--- src/rtl/mtt_pkg.sv ---
// ----------------------------------------------------------------------------
// mtt_pkg
// Shared types and codes for the timeout timer table.
// ----------------------------------------------------------------------------
package mtt_pkg;

   localparam int TYPE_W     = 2;
   localparam int INDEX_W    = 4;
   localparam int DURATION_W = 16;
   localparam int STATUS_W   = 2;
   localparam int ALARM_W    = 16;
   localparam int TIME_W     = 32;

   // request codes
   localparam logic [TYPE_W-1:0] REQ_START = 2'd0;
   localparam logic [TYPE_W-1:0] REQ_STOP  = 2'd1;
   localparam logic [TYPE_W-1:0] REQ_TICK  = 2'd2;

   // status codes
   localparam logic [STATUS_W-1:0] STATUS_OK        = 2'd0;
   localparam logic [STATUS_W-1:0] STATUS_BAD_INDEX = 2'd1;
   localparam logic [STATUS_W-1:0] STATUS_RUNNING   = 2'd2;

   // five minutes
   localparam logic [ALARM_W-1:0] CAP_RESET = 16'd300;

   // one table entry as it comes back from the deadline memory
   typedef struct packed {
      logic               valid;
      logic               running;
      logic [INDEX_W-1:0] index;
      logic [TIME_W-1:0]  deadline;
   } scan_entry_type;

   // what one scan pass concluded
   typedef struct packed {
      logic               expired_valid;
      logic [INDEX_W-1:0] expired_index;
      logic [ALARM_W-1:0] next_alarm;
   } scan_result_type;

endpackage

--- src/rtl/mtt_scan_acc.sv ---
// ----------------------------------------------------------------------------
// mtt_scan_acc
// Walks the table entries one per cycle and keeps the most overdue timer
// and the two smallest remaining times, then forms the result of the pass.
// ----------------------------------------------------------------------------
module mtt_scan_acc
   import mtt_pkg::*;
(
   input  logic                  clock,
   input  logic                  reset,
   input  logic                  clear,
   input  logic [ALARM_W-1:0]    cap,
   input  logic [TIME_W-1:0]     now_time,
   input  logic                  is_tick,
   input  scan_entry_type        entry,
   output scan_result_type       result
);

   logic               found_ff, found_in;
   logic [TIME_W-2:0]  most_ff, most_in;
   logic [INDEX_W-1:0] exp_idx_ff, exp_idx_in;
   logic signed [TIME_W-1:0] min1_ff, min1_in;
   logic signed [TIME_W-1:0] min2_ff, min2_in;
   logic [INDEX_W-1:0] min1_idx_ff, min1_idx_in;
   logic               hit_ff, hit_in;
   logic [1:0]         run_cnt_ff, run_cnt_in;

   logic [TIME_W-1:0]        over;
   logic signed [TIME_W-1:0] left;
   logic signed [TIME_W-1:0] best;
   logic                     any_left;

   assign over = now_time - entry.deadline;
   assign left = signed'(entry.deadline - now_time);

   always_comb begin
      found_in    = found_ff;
      most_in     = most_ff;
      exp_idx_in  = exp_idx_ff;
      min1_in     = min1_ff;
      min2_in     = min2_ff;
      min1_idx_in = min1_idx_ff;
      hit_in      = hit_ff;
      run_cnt_in  = run_cnt_ff;
      if (clear) begin
         found_in    = 1'b0;
         most_in     = '0;
         exp_idx_in  = '0;
         min1_in     = signed'(TIME_W'(cap));
         min2_in     = signed'(TIME_W'(cap));
         min1_idx_in = '0;
         hit_in      = 1'b0;
         run_cnt_in  = 2'd0;
      end else if (entry.valid && entry.running) begin
         if (run_cnt_ff != 2'd2) begin
            run_cnt_in = run_cnt_ff + 2'd1;
         end
         // overdue by a non-negative amount; ties go to the later index
         if (is_tick && !over[TIME_W-1] && over[TIME_W-2:0] >= most_ff) begin
            found_in   = 1'b1;
            most_in    = over[TIME_W-2:0];
            exp_idx_in = entry.index;
         end
         if (left <= min1_ff) begin
            min2_in     = min1_ff;
            min1_in     = left;
            min1_idx_in = entry.index;
            hit_in      = 1'b1;
         end else if (left < min2_ff) begin
            min2_in = left;
         end
      end
   end

   always_ff @(posedge clock) begin
      if (reset) begin
         found_ff   <= 1'b0;
         hit_ff     <= 1'b0;
         run_cnt_ff <= 2'd0;
      end else begin
         found_ff   <= found_in;
         hit_ff     <= hit_in;
         run_cnt_ff <= run_cnt_in;
      end
      most_ff     <= most_in;
      exp_idx_ff  <= exp_idx_in;
      min1_ff     <= min1_in;
      min2_ff     <= min2_in;
      min1_idx_ff <= min1_idx_in;
   end

   // the expired timer drops out of the next alarm
   assign best = (found_ff && hit_ff && exp_idx_ff == min1_idx_ff) ? min2_ff : min1_ff;
   assign any_left = (run_cnt_ff == 2'd2) || (run_cnt_ff == 2'd1 && !found_ff);

   always_comb begin
      result.expired_valid = found_ff;
      result.expired_index = found_ff ? exp_idx_ff : '0;
      if (!any_left) begin
         result.next_alarm = '0;
      end else if (best <= 0) begin
         result.next_alarm = ALARM_W'(1);
      end else begin
         result.next_alarm = best[ALARM_W-1:0];
      end
   end

endmodule

--- src/rtl/multi_timeout_timer_table.sv ---
// ----------------------------------------------------------------------------
// multi_timeout_timer_table
// Table of one-shot timeout timers on a shared seconds clock.
// ----------------------------------------------------------------------------
// Each item (start, stop or one-second tick) goes through the same steps:
// it is accepted and updates the table, the deadline memory is read out
// entry by entry over its single read port, the last read returns, and the
// result is loaded once the output register is free. No new item is taken
// until the result is loaded. A result waits in the output register while
// the next item is accepted. Deadlines live in a memory; the running flags
// are flip-flops cleared by reset. The alarm cap register is written through
// the csr port, which is always ready.
module multi_timeout_timer_table
   import mtt_pkg::*;
#(
   parameter int TIMER_COUNT = 9
) (
   input  logic                  clock,
   input  logic                  reset,

   input  logic                  req_valid,
   output logic                  req_stall,
   input  logic [TYPE_W-1:0]     req_type,
   input  logic [INDEX_W-1:0]    req_timer_index,
   input  logic [DURATION_W-1:0] req_duration_seconds,

   output logic                  rsp_valid,
   input  logic                  rsp_stall,
   output logic [STATUS_W-1:0]   rsp_status,
   output logic                  rsp_expired_valid,
   output logic [INDEX_W-1:0]    rsp_expired_index,
   output logic [ALARM_W-1:0]    rsp_next_alarm_seconds,

   input  logic                  csr_valid,
   output logic                  csr_ready,
   input  logic [ALARM_W-1:0]    csr_alarm_cap_seconds
);

   localparam int IDX_W = (TIMER_COUNT > 1) ? $clog2(TIMER_COUNT) : 1;
   localparam int CNT_W = $clog2(TIMER_COUNT + 1);

   localparam logic [1:0] ST_IDLE = 2'd0;
   localparam logic [1:0] ST_SCAN = 2'd1;
   localparam logic [1:0] ST_DONE = 2'd2;

   logic [1:0]             state_ff, state_in;
   logic [TIME_W-1:0]      time_ff, time_in;
   logic [TIMER_COUNT-1:0] running_ff, running_in;
   logic [ALARM_W-1:0]     cap_ff, cap_in;
   logic [TYPE_W-1:0]      type_ff, type_in;
   logic [STATUS_W-1:0]    status_ff, status_in;
   logic [CNT_W-1:0]       addr_ff, addr_in;

   logic [TIME_W-1:0]      deadline_mem [TIMER_COUNT];
   logic [TIME_W-1:0]      rd_deadline_ff;
   logic                   rd_valid_ff;
   logic                   rd_run_ff;
   logic [IDX_W-1:0]       rd_idx_ff;
   logic                   rd_last_ff;

   logic                   rsp_valid_ff, rsp_valid_in;
   logic [STATUS_W-1:0]    rsp_status_ff;
   logic                   rsp_expired_valid_ff;
   logic [INDEX_W-1:0]     rsp_expired_index_ff;
   logic [ALARM_W-1:0]     rsp_next_alarm_ff;

   logic                   req_accept;
   logic                   idx_ok;
   logic [IDX_W-1:0]       req_idx;
   logic                   wr_en;
   logic                   issue;
   logic                   out_free;
   logic                   load;
   logic                   acc_clear;
   scan_entry_type         entry;
   scan_result_type        summary;

   assign req_stall  = (state_ff != ST_IDLE);
   assign req_accept = req_valid && !req_stall;
   assign csr_ready  = 1'b1;

   assign idx_ok  = (req_timer_index < INDEX_W'(TIMER_COUNT));
   assign req_idx = req_timer_index[IDX_W-1:0];
   assign wr_en   = req_accept && req_type == REQ_START && idx_ok && !running_ff[req_idx];
   assign issue   = (state_ff == ST_SCAN) && (addr_ff < CNT_W'(TIMER_COUNT));

   assign out_free  = !rsp_valid_ff || !rsp_stall;
   assign load      = (state_ff == ST_DONE) && out_free;
   assign acc_clear = req_accept;

   always_comb begin
      state_in   = state_ff;
      time_in    = time_ff;
      running_in = running_ff;
      cap_in     = (csr_valid && csr_ready) ? csr_alarm_cap_seconds : cap_ff;
      type_in    = type_ff;
      status_in  = status_ff;
      addr_in    = addr_ff;
      unique case (state_ff)
         ST_IDLE: begin
            if (req_accept) begin
               type_in   = req_type;
               status_in = STATUS_OK;
               addr_in   = '0;
               state_in  = ST_SCAN;
               if (req_type == REQ_START || req_type == REQ_STOP) begin
                  if (!idx_ok) begin
                     status_in = STATUS_BAD_INDEX;
                  end else if (req_type == REQ_STOP) begin
                     running_in[req_idx] = 1'b0;
                  end else if (running_ff[req_idx]) begin
                     status_in = STATUS_RUNNING;
                  end else begin
                     running_in[req_idx] = 1'b1;
                  end
               end else if (req_type == REQ_TICK) begin
                  time_in = time_ff + TIME_W'(1);
               end
            end
         end
         ST_SCAN: begin
            if (issue) begin
               addr_in = addr_ff + CNT_W'(1);
            end
            if (rd_valid_ff && rd_last_ff) begin
               state_in = ST_DONE;
            end
         end
         ST_DONE: begin
            if (load) begin
               if (summary.expired_valid) begin
                  running_in[summary.expired_index[IDX_W-1:0]] = 1'b0;
               end
               state_in = ST_IDLE;
            end
         end
         default: begin
            state_in = ST_IDLE;
         end
      endcase
   end

   always_comb begin
      rsp_valid_in = rsp_valid_ff && rsp_stall;
      if (load) begin
         rsp_valid_in = 1'b1;
      end
   end

   always_ff @(posedge clock) begin
      if (reset) begin
         state_ff     <= ST_IDLE;
         time_ff      <= '0;
         running_ff   <= '0;
         cap_ff       <= CAP_RESET;
         addr_ff      <= '0;
         rd_valid_ff  <= 1'b0;
         rsp_valid_ff <= 1'b0;
      end else begin
         state_ff     <= state_in;
         time_ff      <= time_in;
         running_ff   <= running_in;
         cap_ff       <= cap_in;
         addr_ff      <= addr_in;
         rd_valid_ff  <= issue;
         rsp_valid_ff <= rsp_valid_in;
      end
      type_ff   <= type_in;
      status_ff <= status_in;
   end

   // deadline memory: one write port, one registered read port
   always_ff @(posedge clock) begin
      if (wr_en) begin
         deadline_mem[req_idx] <= time_ff + TIME_W'(req_duration_seconds);
      end
   end

   always_ff @(posedge clock) begin
      if (issue) begin
         rd_deadline_ff <= deadline_mem[addr_ff[IDX_W-1:0]];
         rd_run_ff      <= running_ff[addr_ff[IDX_W-1:0]];
         rd_idx_ff      <= addr_ff[IDX_W-1:0];
         rd_last_ff     <= (addr_ff == CNT_W'(TIMER_COUNT - 1));
      end
   end

   always_comb begin
      entry.valid    = rd_valid_ff;
      entry.running  = rd_run_ff;
      entry.index    = INDEX_W'(rd_idx_ff);
      entry.deadline = rd_deadline_ff;
   end

   mtt_scan_acc u_scan_acc (
      .clock    (clock),
      .reset    (reset),
      .clear    (acc_clear),
      .cap      (cap_ff),
      .now_time (time_ff),
      .is_tick  (type_ff == REQ_TICK),
      .entry    (entry),
      .result   (summary)
   );

   always_ff @(posedge clock) begin
      if (load) begin
         rsp_status_ff        <= status_ff;
         rsp_expired_valid_ff <= summary.expired_valid;
         rsp_expired_index_ff <= summary.expired_index;
         rsp_next_alarm_ff    <= summary.next_alarm;
      end
   end

   assign rsp_valid              = rsp_valid_ff;
   assign rsp_status             = rsp_status_ff;
   assign rsp_expired_valid      = rsp_expired_valid_ff;
   assign rsp_expired_index      = rsp_expired_index_ff;
   assign rsp_next_alarm_seconds = rsp_next_alarm_ff;

   // an item enters only when the sequencer is idle
   assert property (@(posedge clock) disable iff (reset)
      req_accept |-> state_ff == ST_IDLE)
      else $error("item accepted while a scan is in progress");

   // the read address never runs more than one past the last table entry
   assert property (@(posedge clock) disable iff (reset)
      state_ff == ST_SCAN |-> addr_ff <= CNT_W'(TIMER_COUNT))
      else $error("scan address past the table");

   // a reported expiry leaves that timer disarmed
   assert property (@(posedge clock) disable iff (reset)
      load && summary.expired_valid |=>
         !running_ff[$past(summary.expired_index[IDX_W-1:0])])
      else $error("expired timer still running");

   // next alarm is zero exactly when no timer is left running
   assert property (@(posedge clock) disable iff (reset)
      load |=> (rsp_next_alarm_seconds == '0) == (running_ff == '0))
      else $error("next alarm disagrees with running timers");

   // no expiry is reported without a tick
   assert property (@(posedge clock) disable iff (reset)
      load && summary.expired_valid |-> type_ff == REQ_TICK && status_ff == STATUS_OK)
      else $error("expiry reported outside a tick");

endmodule
--- config.mk ---
export PLATFORM = sky130hd
export DESIGN_NAME = multi_timeout_timer_table
export DESIGN_NICKNAME = d
export VERILOG_FILES = /design/src/rtl/mtt_pkg.sv /design/src/rtl/mtt_scan_acc.sv /design/src/rtl/multi_timeout_timer_table.sv
export SDC_FILE = /design/constraint.sdc
export NUM_CORES = 1
export LEC_CHECK = 0
export BUFFER_PORTS_ARGS = -buffer_cell sky130_fd_sc_hd__buf_4
export CORE_MARGIN = 5
export CORE_UTILIZATION = 35
export CTS_CLUSTER_SIZE = 40
export DETAILED_ROUTE_END_ITERATION = 12
export PLACE_DENSITY = 0.52
export SLEW_MARGIN = 0
export SYNTH_ARGS = -nofsm -noshare
export SYNTH_HDL_FRONTEND = slang
export SYNTH_SLANG_ARGS = --single-unit
--- constraint.sdc ---
create_clock -name clock -period 10.5 [get_ports clock]
set_input_delay 1.05 -clock clock [delete_from_list [all_inputs] [get_ports clock]]
set_output_delay 1.05 -clock clock [all_outputs]
set_load 0.01 [all_outputs]
## Yosys cells after proc, flatten, opt, wreduce, memory -nomap -nowiden

Memories as Yosys holds them, arrays and structs flattened. A register that Yosys moved wholly into a read port is not among the register bits.
Cells that the tools add are included.

| storage, ports and cells | value |
|---|---|
| flip-flop bits (word level) | 205 |
| bits in writable memories | 288 |
| output and inout port bits | 26 |
| word-level logic and storage cells | 159 |
| memories | 1 |

Memories:

| name | words | bits a word | read ports | clocked after memory_dff | write ports | line | source |
|---|---|---|---|---|---|---|---|
| deadline_mem | 9 | 32 | 1 | 1 | 1 | multi_timeout_timer_table.sv:54 | `logic [TIME_W-1:0] deadline_mem [TIMER_COUNT];` |

| operators by class | value |
|---|---|
| add/subtract/negate cells | 6 |
| $lt $le $gt $ge | 11 |
| equality and inequality tests | 18 |
| multiplexer cells | 39 |
| bitwise logic cells | 8 |
| reductions and logical operators | 48 |

Operator list:

| kind | count |
|---|---|
| two-way mux 32 bit | 3 |
| two-way mux 16 bit | 5 |
| subtractor 32 bit | 2 |
| two-way mux 9 bit | 7 |
| adder 32 x 1 -> 32 bit, second input constant | 1 |
| adder 32 x 16 -> 32 bit | 1 |
| less-or-equal comparator 32 x 1 -> 1 bit, second input constant | 1 |
| less-or-equal comparator 32 bit | 1 |
| less-than comparator 32 bit | 1 |
| greater-or-equal comparator 31 bit | 1 |
| bitwise AND 9 bit | 2 |
| inverter 9 bit | 2 |
| case mux 9 bit (2 select lines) | 1 |
| logical AND 1 bit | 16 |
| less-than comparator 4 x 5 -> 1 bit, second input constant | 3 |
| AND reduction 2 bit | 7 |
| two-way mux 4 bit | 3 |
| inequality test 2 bit, second input constant | 6 |
| nonzero test 2 bit | 6 |
| two-way mux 1 bit | 10 |
| OR 9 bit | 1 |
| binary-select mux 1 bit (select 4 bit) | 2 |
| demux 1 bit (select 4 bit) | 2 |
| equality test 2 bit, second input constant | 4 |
| 22 further kinds | 42 |

## Depth between registers and ports, before layout

| depth | value |
|---|---|
| depth after elaboration | 11 |
| depth in mapped cells | 24 |

## By module

Synthesis repeated with hierarchy kept, for this count alone.

| unflattened totals | value |
|---|---|
| cell total of the unflattened synthesis | 2453 |
| area total of the unflattened synthesis | 27765.4 sq um |

By module, submodules not included:

| module | times used | cells each | area an instance (sq um) |
|---|---|---|---|
| multi_timeout_timer_table | 1 | 1058 | 16952.5 |
| mtt_scan_acc | 1 | 1395 | 10812.9 |

## Worst setup path after synthesis

OpenSTA, ideal clock, no wires.

| timing path | value |
|---|---|
| kind | register to register |
| from | reg time_ff[16] |
| to | reg u_scan_acc.min2_ff[0] (enable) |
| library setup time | 0.372 ns |
| data arrival time | 4.737 ns |
| data required time | 10.128 ns |
| slack | 5.391 ns |
| stages on the path, launching flop included | 23 |
| path buffers | 3 |
| period minus slack after synthesis | 5.109 ns |
| cell sequence | dfxtp_1 > clkbuf_1 > inv_1 > ha_1 > buf_2 > nand4_1 > nor3_1 > o2111ai_1 > a31oi_1 > o221a_2 > o41ai_1 > xnor2_1 > inv_1 > ha_1 > nand4_1 > nor3_1 > a211o_1 > a211oi_1 > o211ai_1 > o211ai_1 > and2_1 > clkbuf_1 > or3_1 |

| on the way | value |
|---|---|
| cells in the longest elaborated chain, start to end | 4 |
| elaborated cells on any way between the ends | 5 |
| those cells by class | 1 x add/sub; 2 x order compare; 2 x reduce/logical |

RTL lines:

| item | line | source |
|---|---|---|
| start, declared | multi_timeout_timer_table.sv:47 | `logic [TIME_W-1:0] time_ff, time_in;` |
| start signal, assigned | multi_timeout_timer_table.sv:161 | `time_ff <= time_in;` |
| subtractor 32 bit * | mtt_scan_acc.sv:34 | `assign left = signed'(entry.deadline - now_time);` |
| via u_scan_acc.left[31] | mtt_scan_acc.sv:29 | `logic signed [TIME_W-1:0] left;` |
| less-than comparator 32 bit or less-or-equal comparator 32 bit (tied branches) | mtt_scan_acc.sv:69, mtt_scan_acc.sv:64 |  |
| nonzero test 3 bit (no source line) * | n/a |  |
| AND reduction 2 bit (no source line) * | n/a |  |
| end signal, assigned | mtt_scan_acc.sv:88 | `min2_ff <= min2_in;` |
| end, declared | mtt_scan_acc.sv:23 | `logic signed [TIME_W-1:0] min2_ff, min2_in;` |

Mark *: on every way through the listed nets, which the timed path passes. The rest lies on a longest branch.
A chain may end at the register's enable or synchronous reset.

## Worst setup path after layout

| timing path | value |
|---|---|
| from | reg time_ff[0] |
| to | reg u_scan_acc.min1_ff[12] (enable) |

| on the way | value |
|---|---|
| cells in the longest elaborated chain, start to end | 4 |

RTL lines:

| item | line | source |
|---|---|---|
| subtractor 32 bit | mtt_scan_acc.sv:34 |  |
| via u_scan_acc.left[26] | mtt_scan_acc.sv:29 |  |
| less-or-equal comparator 32 bit | mtt_scan_acc.sv:64 | `if (left <= min1_ff) begin` |
| nonzero test 2 bit (no source line) | n/a |  |
| AND reduction 2 bit (no source line) | n/a |  |
| end signal, assigned | mtt_scan_acc.sv:87 | `min1_ff <= min1_in;` |
| end, declared | mtt_scan_acc.sv:22 | `logic signed [TIME_W-1:0] min1_ff, min1_in;` |

The timed path passes the listed nets, and every way through them passes these cells.

==> results.md <==
- Run status: finished, final reports clean
- Class of the worst hold path: flip-flop to flip-flop
- Total cell area at the placement stage: 29100 µm²
- Endpoint class of the critical path: flip-flop
- Clock Root Buffer: sky130_fd_sc_hd__clkbuf_16
- Cells resized by post-CTS repair: 0
- Final number of max-transition violations: 0
- Initial cell density of the core: 35.4%
- First-pass GRT wire length: 110000 µm
- Maximum buffer depth of the clock tree: 3
- Combined area of the multi-input logic cells: 12000 µm²
- Most used standard cells in the synthesized netlist: sky130_fd_sc_hd__edfxtp_1 (385), sky130_fd_sc_hd__nand2_1 (226), sky130_fd_sc_hd__inv_1 (188)
- X dimension of the die: 290 µm
- Unrepaired setup endpoints after global routing: false
- Largest net degree at the start of global routing: 70
- Post-Layout Inst Area: 31100 µm²
- Number of library cell types mapped by synthesis: 73
- Remaining global-route overflow: 0
- Most area-consuming cells after synthesis: sky130_fd_sc_hd__edfxtp_1 (42%), sky130_fd_sc_hd__dfxtp_1 (10%), sky130_fd_sc_hd__ha_1 (8.1%)
- Most common flop cell mapped by yosys: sky130_fd_sc_hd__edfxtp_1
- Total nets after synthesis: 2684
- Area fraction in and, or, nand and nor cells after synthesis: 11.6%
- Source-to-sink clock delay at the later pin of the worst-skew pair: 0.64 ns
- Synth area leader: sky130_fd_sc_hd__edfxtp_1
- Post-cts hold buffer count: 0
- Average routed wire per standard cell: 19.6 µm
- HPWL after detailed placement: 48700 µm
- Number of global-route vias before repair: 18800
- Worst relative slew slack: 29.6%
- Leakage power: 11.2 nW
- Placement Setup Slack: 3.53 ns
- Max Cap Viol: 0
- Asr flop ratio synth: 0%
- Final setup slack of the worst path: 3.56 ns
- Max IR drop VDD: 0.121 mV
- Antenna Violating Nets Remaining: 0
- Largest fanout of any net on the critical path: 39
- Min Clock Period, post-route: 6.94 ns
- Gate count after technology mapping: 2460
- Core Rows: 102
- Antenna violations before repair: 0
- Final WL: 70400 µm
- Pre-antenna DRT Iters: 5
- CTS clk-pin slew, worst paths: 0.06 ns
- Slack of the worst reg-to-reg path: 3.56 ns
- Total core area: 77700 µm²
- Worst hold path depth: 0
- Clock tree from TritonCTS: done
- Syn. warnings: 0
- Sequential cell area: 14400 µm²
- Number of nets in the finished design: 2717
- Flip-flop and latch count after synthesis: 525
- Die Height: 290 µm
- Pwr/cell area: 160 nW/µm²
- Yosys top cell area share: 42.0%
- Cell count of the worst reg-to-reg path: 20
- Synthesized-area fraction occupied by adder cells: 8.31%
- Final hold violation count: 0
- Count of clock tree sinks: 525
- Post-CTS Setup Bufs: 0
- Syn Area/Cell: 11.2 µm²
- Hold path startpoint: status_ff[0]$_SDFFCE_PN0P_
- Num ports: 69
- Detail-routed via count per cell: 5.23
- Number of design rule violations left after detail routing: 0
- Most repeated cell in the gate-level netlist after synthesis: sky130_fd_sc_hd__edfxtp_1
- Data required time of the critical path: 10.76 ns
- Worst Hold Path EP: rsp_status[0]$_DFFE_PP_
- EDFF count, synth: 385
- Overall routing resource usage: 16.3%
- Critical path data arrival time: 7.20 ns
- Total Neg Setup Slack: 0 ns
- Count of routing violations after the opening detailed-route iteration: 1335
- Number of inserted filler cells in the final layout: 7396
- Buffers added on ports: 67
- Overall via count from detail_route: 18800
- Fraction of the mapped netlist area in compound gates: 11.1%
- Fraction of final layout cells with drive strength greater than 1: 11.0%
- Number of buffers created by CTS: 59
- R2R Path Start: time_ff[0]$_SDFFE_PP0P_
- Startpoint types: flip-flop
- Dominant combinational cell family by area after synthesis: simple AND/OR/NAND/NOR gates
- Sequential cell area fraction in the yosys report: 52.2%
- H-Tree Depth: 2
- Xor and xnor area share after synthesis: 3.85%
- RePlAce Congestion: 0.920
- Maximum clock frequency: 144 MHz
- Proportion of synthesized area in mux cells: 8.41%
- Worst setup path startpoint: time_ff[0]$_SDFFE_PP0P_
- Synthesized area: 27500 µm²
- Die area: 84300 µm²
- Post-synthesis to final-layout area growth: 12.9%
- Worst R2R End: u_scan_acc.min1_ff[12]$_DFFE_PP_
- Share of the clock period used by the worst path: 66.1%
- Final setup vio count: 0
- # diodes: 0
- Worst Max-Slew Pin Slew: 1.06 ns
- Kind of critical path: flip-flop to flip-flop
- Final setup skew: 0.0382 ns
## where the power goes
group          total (mW)  internal (mW)  switching (mW)
clock                2.11           1.25           0.865
combinational       0.534          0.208           0.327
sequential           2.31           2.27          0.0433
total                4.96           3.73            1.23
## cell families after synthesis
| logic type | Yosys count |
|---|---|
| other | 1 |
| XOR/XNOR | 121 |
| buffers and inverters | 307 |
| AO/OA/AOI/OAI | 497 |
| AND/OR/NAND/NOR | 682 |
| flip-flops | 525 |
| multiplexers | 146 |
| adder cells (fa/ha/maj) | 181 |
## placed cells by master (no fill, tap or decap), types with 9 or more instances in the layout
cell and n:
sky130_fd_sc_hd__o211ai_1 9, sky130_fd_sc_hd__a21oi_1 151, sky130_fd_sc_hd__clkbuf_16 59, sky130_fd_sc_hd__a21o_1 38
sky130_fd_sc_hd__o21a_1 12, sky130_fd_sc_hd__a31oi_1 16, sky130_fd_sc_hd__dfxtp_1 136, sky130_fd_sc_hd__clkbuf_1 13
sky130_fd_sc_hd__xnor2_1 91, sky130_fd_sc_hd__o31ai_1 12, sky130_fd_sc_hd__nor2b_1 29, sky130_fd_sc_hd__edfxtp_1 385
sky130_fd_sc_hd__nand4_1 32, sky130_fd_sc_hd__nand2_1 225, sky130_fd_sc_hd__xor2_1 30, sky130_fd_sc_hd__or3_1 9
sky130_fd_sc_hd__nand3_1 72, sky130_fd_sc_hd__and3_1 15, sky130_fd_sc_hd__a211oi_1 14, sky130_fd_sc_hd__inv_1 188
sky130_fd_sc_hd__nor2_1 160, sky130_fd_sc_hd__nand2b_1 20, sky130_fd_sc_hd__mux2i_1 77, sky130_fd_sc_hd__mux4_2 68
sky130_fd_sc_hd__buf_4 89, sky130_fd_sc_hd__o21bai_1 11, sky130_fd_sc_hd__o21ai_1 30, sky130_fd_sc_hd__nor4_1 30
sky130_fd_sc_hd__o21ai_0 134, sky130_fd_sc_hd__nor3_1 43, sky130_fd_sc_hd__clkinv_1 11, sky130_fd_sc_hd__ha_1 178
## how the worst max path moves through the flow
stage                                             endpoint  slack, ns
after floorplan            u_scan_acc.min2_ff[0]$_DFFE_PP_       5.39
after global placement     u_scan_acc.min2_ff[6]$_DFFE_PP_       3.64
after detailed placement   u_scan_acc.min2_ff[5]$_DFFE_PP_       3.53
after CTS                  u_scan_acc.min2_ff[7]$_DFFE_PP_       3.50
after global routing       u_scan_acc.min2_ff[0]$_DFFE_PP_       2.91
final                     u_scan_acc.min1_ff[12]$_DFFE_PP_       3.56
## metal layers
| layer | global-route usage, % | part of all wire [%] |
|---|---|---|
| met1 | 22.7 | 47 |
| met4 | 3.61 | 2.0 |
| met5 | 0 | 0 |
| met3 | 2.47 | 4.1 |
| met2 | 27.2 | 47 |
## area by class of cell
cell class	instances	share of cell area, %
Timing Repair Buffer	89	2.15
Inverter	190	2.30
Clock inverter	38	1.42
Tap cell	1040	4.19
Sequential cell	525	46.3
Multi-Input combinational cell	1628	38.7
Clock buffer	74	5.00
## per-stage QoR
stage / total power, mW / util [%] / hold slack (ns) / std cells
final: 4.96 / 40.0 / 0.424 / 3584
after global routing: 5.18 / 40.0 / 0.434 / 3584
after CTS: 5.02 / 40.0 / 0.428 / 3584
after detailed placement: 2.89 / 37.4 / 0.423 / 3472
after global placement: 2.88 / 37.4 / 0.406 / 3472
after floorplan: 2.73 / - / 0.400 / 2460
## flip-flops by register name, summed over array words and instances (netlist names), 16 cells and up, named ones only
register                cells
u_scan_acc.most_ff         31
time_ff                    32
cap_ff                     16
deadline_mem              288
rsp_next_alarm_seconds     16
rd_deadline_ff             32
u_scan_acc.min1_ff         32
u_scan_acc.min2_ff         32
## critical path: stages, from the launching register on
cell and delay [ns]:
sky130_fd_sc_hd__dfxtp_1 0.45, sky130_fd_sc_hd__ha_1 0.23, sky130_fd_sc_hd__inv_1 0.06, sky130_fd_sc_hd__fa_1 0.42
sky130_fd_sc_hd__a211oi_1 0.31, sky130_fd_sc_hd__o21ai_0 0.15, sky130_fd_sc_hd__o21ai_0 0.31, sky130_fd_sc_hd__o21ai_1 0.28
sky130_fd_sc_hd__nor4b_1 0.42, sky130_fd_sc_hd__o31ai_1 0.17, sky130_fd_sc_hd__xor2_1 0.37, sky130_fd_sc_hd__ha_1 0.33
sky130_fd_sc_hd__nand4_1 0.13, sky130_fd_sc_hd__nor3_1 0.07, sky130_fd_sc_hd__a211o_1 0.28, sky130_fd_sc_hd__a211oi_1 0.28
sky130_fd_sc_hd__o211ai_1 0.13, sky130_fd_sc_hd__o211ai_1 0.12, sky130_fd_sc_hd__buf_4 0.53, sky130_fd_sc_hd__nand2_1 0.66
sky130_fd_sc_hd__nand2_1 0.82
Note: power is estimated with default switching activity, not from simulation.
